## config.mk

```make
export PLATFORM = sky130hd
export DESIGN_NAME = twcs_ctrl
export DESIGN_NICKNAME = d
export VERILOG_FILES = /design/src/hw/rtl/twcs_pkg.sv /design/src/hw/rtl/twcs_ctrl.sv
export SDC_FILE = /design/constraint.sdc
export NUM_CORES = 1
export LEC_CHECK = 0
export BUFFER_PORTS_ARGS = -buffer_cell sky130_fd_sc_hd__buf_2
export CAP_MARGIN = 20
export CELL_PAD_IN_SITES_DETAIL_PLACEMENT = 0
export CELL_PAD_IN_SITES_GLOBAL_PLACEMENT = 1
export CORE_MARGIN = 2
export CORE_UTILIZATION = 34
export CTS_CLUSTER_SIZE = 12
export DETAILED_ROUTE_END_ITERATION = 8
export GPL_TIMING_DRIVEN = 1
export HOLD_SLACK_MARGIN = 0.1
export PLACE_DENSITY_LB_ADDON = 0.1
export SYNTH_ARGS = -nofsm -noshare
export SYNTH_HDL_FRONTEND = slang
export SYNTH_SLANG_ARGS = --single-unit
```

## constraint.sdc

```tcl
create_clock -name aclk -period 4.35 [get_ports aclk]
set_input_delay 0.2175 -clock aclk [delete_from_list [all_inputs] [get_ports aclk]]
set_output_delay 0.2175 -clock aclk [all_outputs]
set_load 0.05 [all_outputs]
```

## src/hw/rtl/twcs_pkg.sv

```systemverilog
package twcs_pkg;

    localparam int TEX_SIZE_DEF      = 64;
    localparam int SCREEN_HEIGHT_DEF = 512;

    localparam logic [31:0] SHADE_MASK = 32'h007F_7F7F;

    localparam logic REQ_LOAD = 1'b0;
    localparam logic REQ_DRAW = 1'b1;

    localparam logic REG_CEILING = 1'b0;
    localparam logic REG_FLOOR   = 1'b1;

    localparam int ITEM_W     = 90;
    localparam int S_TDATA_W  = 96;
    localparam int M_TDATA_W  = 56;

    // first field sits in the highest bits
    typedef struct packed {
        logic [31:0]       load_color;
        logic [5:0]        load_row;
        logic [1:0]        load_tex;
        logic signed [7:0] tex_col;
        logic              ray_dir_y_pos;
        logic              ray_dir_x_pos;
        logic              side;
        logic [9:0]        wall_end;
        logic [9:0]        wall_start;
        logic [8:0]        screen_y;
        logic [9:0]        screen_x;
    } twcs_item_t;

    typedef struct packed {
        logic accept;
        logic start_div;
        logic load_step;
        logic read_tex;
        logic take_cfg_color;
        logic take_texel;
        logic load_out;
    } twcs_cmd_t;

    typedef struct packed {
        logic req_draw;
        logic drop;
        logic floor_row;
        logic ceil_row;
        logic first_row;
        logic div_done;
        logic visible;
        logic out_free;
    } twcs_status_t;

    typedef enum logic [6:0] {
        ST_IDLE  = 7'b000_0001,
        ST_CHECK = 7'b000_0010,
        ST_DIV   = 7'b000_0100,
        ST_MUL   = 7'b000_1000,
        ST_READ  = 7'b001_0000,
        ST_FETCH = 7'b010_0000,
        ST_EMIT  = 7'b100_0000
    } twcs_state_t;

endpackage

```

## src/hw/rtl/twcs_ctrl.sv

```systemverilog
module twcs_ctrl (
    input  logic                   aclk,
    input  logic                   aresetn,
    input  logic                   s_tvalid,
    output logic                   s_tready,
    input  twcs_pkg::twcs_status_t status,
    output twcs_pkg::twcs_cmd_t    cmd
);
    import twcs_pkg::*;

    twcs_state_t state_reg;
    twcs_state_t state_next;

    always_comb begin
        state_next = state_reg;
        cmd        = '0;
        s_tready   = 1'b0;
        case (state_reg)
            ST_IDLE: begin
                s_tready = 1'b1;
                if (s_tvalid) begin
                    cmd.accept = 1'b1;
                    if (status.req_draw) begin
                        state_next = ST_CHECK;
                    end
                end
            end
            ST_CHECK: begin
                if (status.drop) begin
                    state_next = ST_IDLE;
                end else if (status.floor_row || status.ceil_row) begin
                    cmd.take_cfg_color = 1'b1;
                    state_next         = ST_EMIT;
                end else if (status.first_row) begin
                    cmd.start_div = 1'b1;
                    state_next    = ST_DIV;
                end else begin
                    state_next = ST_READ;
                end
            end
            ST_DIV: begin
                if (status.div_done) begin
                    state_next = ST_MUL;
                end
            end
            ST_MUL: begin
                cmd.load_step = 1'b1;
                state_next    = ST_READ;
            end
            ST_READ: begin
                cmd.read_tex = 1'b1;
                state_next   = ST_FETCH;
            end
            ST_FETCH: begin
                cmd.take_texel = 1'b1;
                state_next     = status.visible ? ST_EMIT : ST_IDLE;
            end
            ST_EMIT: begin
                if (status.out_free) begin
                    cmd.load_out = 1'b1;
                    state_next   = ST_IDLE;
                end
            end
            default: begin
                state_next = ST_IDLE;
            end
        endcase
    end

    always_ff @(posedge aclk) begin
        if (!aresetn) begin
            state_reg <= ST_IDLE;
        end else begin
            state_reg <= state_next;
        end
    end

endmodule

```

### Word-level counts from Yosys, hierarchy flattened

Index checks and enable logic that the tools add are counted.

| cells by class | value |
|---|---|
| eq/ne operators | 11 |
| reduce and logical (&&, ||, !) cells | 2 |
| muxes and demuxes | 24 |

Operator list:

| operator | number |
|---|---|
| 7-bit 2-to-1 mux | 7 |
| 7-bit case mux with 7 select lines | 1 |
| 1-bit 2-to-1 mux | 15 |
| 2-bit != test, second input constant | 4 |
| 7-bit by 1-bit == test with 1-bit output, second input constant | 1 |
| 7-bit by 2-bit == test with 1-bit output, second input constant | 1 |
| 7-bit by 3-bit == test with 1-bit output, second input constant | 1 |
| 7-bit by 4-bit == test with 1-bit output, second input constant | 1 |
| 7-bit by 5-bit == test with 1-bit output, second input constant | 1 |
| 7-bit by 6-bit == test with 1-bit output, second input constant | 1 |
| 7-bit == test, second input constant | 1 |
| 5-bit 2-to-1 mux | 1 |
| 4-bit AND reduction | 1 |
| 1-bit logical OR | 1 |

| word-level totals | value |
|---|---|
| bits in registers | 7 |
| input port bits | 11 |
| output and inout bits | 8 |
| logic and storage cells | 38 |

### Longest topological paths before layout

| depth | value |
|---|---|
| word-level depth | 4 |
| depth in mapped cells | 5 |
| depth with buffers taken out | 4 |

### Worst setup path after synthesis

Ideal clock, no wire load.

| timing path | value |
|---|---|
| kind | flip-flop to flip-flop |
| from | register state_reg[4] |
| to | register state_reg[2] |
| slack | 1464 ps |
| clock period less this slack | 2886 ps |
| setup time | 65 ps |
| required time | 4285 ps |
| data arrival time | 2821 ps |
| stages on the path, launching flop included | 6 |
| cell sequence | dfxtp_1 -> buf_4 -> nor3_2 -> nand4_1 -> nor4b_1 -> o21a_1 |

| between the ends | value |
|---|---|
| word-level cells in the longest chain between the ends | 3 |
| elaborated cells between the ends (all ways) | 13 |
| those cells by class | eq/ne: 11; mux: 1; reduce/logical: 1 |

RTL lines:

| item | line | RTL |
|---|---|---|
| start, declared | twcs_ctrl.sv:11 | `twcs_state_t state_reg;` |
| start signal, assigned | twcs_ctrl.sv:74 | `state_reg <= state_next;` |
| 7-bit by 1-bit == test with 1-bit output, or another cell as far along | twcs_ctrl.sv:18 | `case (state_reg)` |
| 2-bit != test (no source line) | - |  |
| 4-bit AND reduction (no source line) | - |  |

Parallel ways exist; a longest one is shown, timed or not.
A chain may end at the register's enable or synchronous reset.

==> qor.json <==
{
  "run_status": "finished clean",
  "cts.clk_slew.worst_paths_ps": 50,
  "cts.htree.levels": 1,
  "port-buffer-count": 18,
  "min_path_type": "in -> reg",
  "synth.cell_area_um2": 498,
  "ctsLongestPathBuffers": 2,
  "n_antenna_cell": 0,
  "synthTopCellsByArea": "sky130_fd_sc_hd__dfxtp_1, sky130_fd_sc_hd__nor2_1, sky130_fd_sc_hd__o21a_1",
  "tritoncts_num_sinks": 7,
  "asyncSetResetFlopFracSynth_pct": 0,
  "cp.arrival_ps": 1850,
  "cap_viol_max_count": 0,
  "crit_required_ps": 4130,
  "worst-path-buf-inv": 1,
  "grt_setup_unrepaired": "false",
  "synth-edff-count": 0,
  "worst_path_dominant_cell_family": "simple AND/OR/NAND/NOR gates",
  "ir_worst_vdd_mv": 0.234,
  "finalWeightedCongestion": 0.812,
  "dr_total_vias": 530,
  "power-per-cell-area_nw_per_um2": 398,
  "grt_util_met3_pct": 3.88,
  "tightest_slew_ps": 473,
  "syn_area_per_cell_um2": 8.03,
  "clock_skew_ps": 3.34,
  "overflow": 0,
  "timing.rr.start": "state_reg[4]",
  "timing.final.crit_share_pct": 47.5,
  "critPathLaunch": "state_reg[4]",
  "ant_nets": 0,
  "synth.largest_area_cell": "sky130_fd_sc_hd__dfxtp_1",
  "final_net_count": 94,
  "ys_seq_elements": 7,
  "finish.utilization_pct": 46.1,
  "flow.area_growth_from_synthesis_pct": 23.4,
  "yosysMostFrequentCell": "sky130_fd_sc_hd__nor2_1",
  "number_of_global_route_vias_before_repair": 470,
  "wl_um": 1260,
  "rows": 13,
  "initial_core_util_pct": 37.3,
  "cpMaxStageDelayCell": "sky130_fd_sc_hd__nor4b_1",
  "ioPinCount": 19,
  "placed_cells_incl_taps": 93,
  "final_layout_size_suffix_gt1_share_pct": 34.1,
  "worstHoldPathCells": 2,
  "power.leakage_uw": 0.000295,
  "final_cells": 97,
  "number_of_cts_inserted_buffers": 3,
  "ff2ff_path_depth": 4,
  "synth_top_area_share_pct": 28.1,
  "worst-setup-path-type": "reg -> out",
  "placeableCoreArea_um2": 1330,
  "report.final.setup_viol": 0,
  "wire_length_of_the_first_global_routing_pass_um": 2040,
  "post_cts.repair.setup_buffers": 0,
  "worst_setup_path_start_kind": "register",
  "timing_max_transition_violations_final": 0,
  "cts_root_buf": "sky130_fd_sc_hd__clkbuf_4",
  "drt-vias-per-instance": 5.46,
  "wl_per_cell_um": 12.9,
  "worst_reg2reg_setup_slack_ps": 2650,
  "synth.lib_cells_used.distinct": 31,
  "chipHeight_um": 42.3,
  "synth_top_flop_cell": "sky130_fd_sc_hd__dfxtp_1",
  "crit_chain": "nor3_2 -> nand4_1 -> nor4b_1 -> buf_2",
  "holdBufCountCts": 0,
  "yosys_warnings": 0,
  "grt-busiest-layer": "met2",
  "postSynthCellCount": 62,
  "finalPower_uw": 244,
  "finalSetupTns_ps": 0,
  "clock_latency_ps": 250,
  "use_met1_pct": 19.7,
  "groute.layer.met2.usage_pct": 23.4,
  "pre_cts_slack_ps": 2550,
  "final_worst_path_setup_slack_ps": 2280,
  "fmax_ghz": 0.484,
  "synth_sequential_area_ratio_pct": 28.1,
  "ys_top_cells_by_count": "sky130_fd_sc_hd__nor2_1, sky130_fd_sc_hd__dfxtp_1, sky130_fd_sc_hd__nor3_1",
  "worstSetupPathDepth": 4,
  "antenna_found_initial": 0,
  "period_needed_ps": 2070,
  "report.final.hold_viol_count": 0,
  "number_of_search_and_repair_iterations_in_the_first_detailed_routing_pass": 3,
  "cts-resized-gates": 0,
  "track_usage_pct": 15.3,
  "end_kind": "primary output",
  "max_reg_flops": 7,
  "cp-endpoint": "cmd[5]",
  "cts_tree": "built",
  "critPathMaxStageDelay_ps": 420,
  "design.die.area_um2": 1790,
  "post-route-drc-count": 0,
  "detailedPlacementHpwl_um": 1010,
  "max-slew-margin-rel_pct": 68.2,
  "syn_nets": 73,
  "initialDrtViolationCount": 21,
  "regToRegEndpoint": "state_reg[1]",
  "grt_max_degree": 9,
  "critical_path.max_fanout": 8,
  "die_width_um": 42.3
}
## power breakdown
group | switching (µW) | internal (µW) | leakage, µW
Sequential | 11.2 | 69.9 | 0.0000568
Combinational | 63.7 | 39.3 | 0.000223
Clock | 25.2 | 35.1 | 0.0000150
## layer usage
metal / share of wire [%] / up-vias
met1: 51 / 239
li1: - / 276
met2: 45 / 13
met5: 0 / -
met3: 3.6 / 2
met4: 0.56 / 0
## worst min path at each step
stage                       start      endpoint  slack [ps]
after global routing      aresetn  state_reg[4]         220
after detailed placement  aresetn  state_reg[6]         480
after global placement    aresetn  state_reg[6]         470
after floorplan           aresetn  state_reg[6]         330
after CTS                 aresetn  state_reg[6]         220
final                     aresetn  state_reg[6]         220
## area by class of cell
| class | count | area (µm²) |
|---|---|---|
| clock buffer | 4 | 26.3 |
| fill | 144 | 719 |
| inverter | 3 | 11.3 |
| multi-input combinational | 50 | 328 |
| sequential | 7 | 140 |
| tap | 15 | 18.8 |
| timing repair buffer | 18 | 90.1 |
## logic make-up after synthesis
| group | count (synthesis) | share of synthesized area [%] |
|---|---|---|
| buffers and inverters | 5 | 6.03 |
| AND/OR/NAND/NOR | 37 | 44.5 |
| XOR/XNOR | 1 | 1.76 |
| flip-flops | 7 | 28.1 |
| AO/OA/AOI/OAI | 12 | 19.6 |
## cells in the final DEF (no fill, tap or decap), drive strengths merged, types with 2 or more instances in the layout
cell type  instances
nor2b              2
inv                3
o21a               3
dfxtp              7
a21oi              2
nand3b             2
nor3               5
and2               2
nand2              3
clkbuf             4
buf               18
nand4              2
nor2              10
nor4b              2
nand3              2
## per-stage QoR
| step | hold slack [ps] | instance area [µm²] |
|---|---|---|
| 2_1_floorplan | 335 | 498 |
| 3_3_place_gp | 474 | 588 |
| 3_5_place_dp | 481 | 588 |
| 4_1_cts | 216 | 614 |
| 5_1_grt | 223 | 614 |
| 6_report | 219 | 614 |
Note: power is estimated with default switching activity, not from simulation.
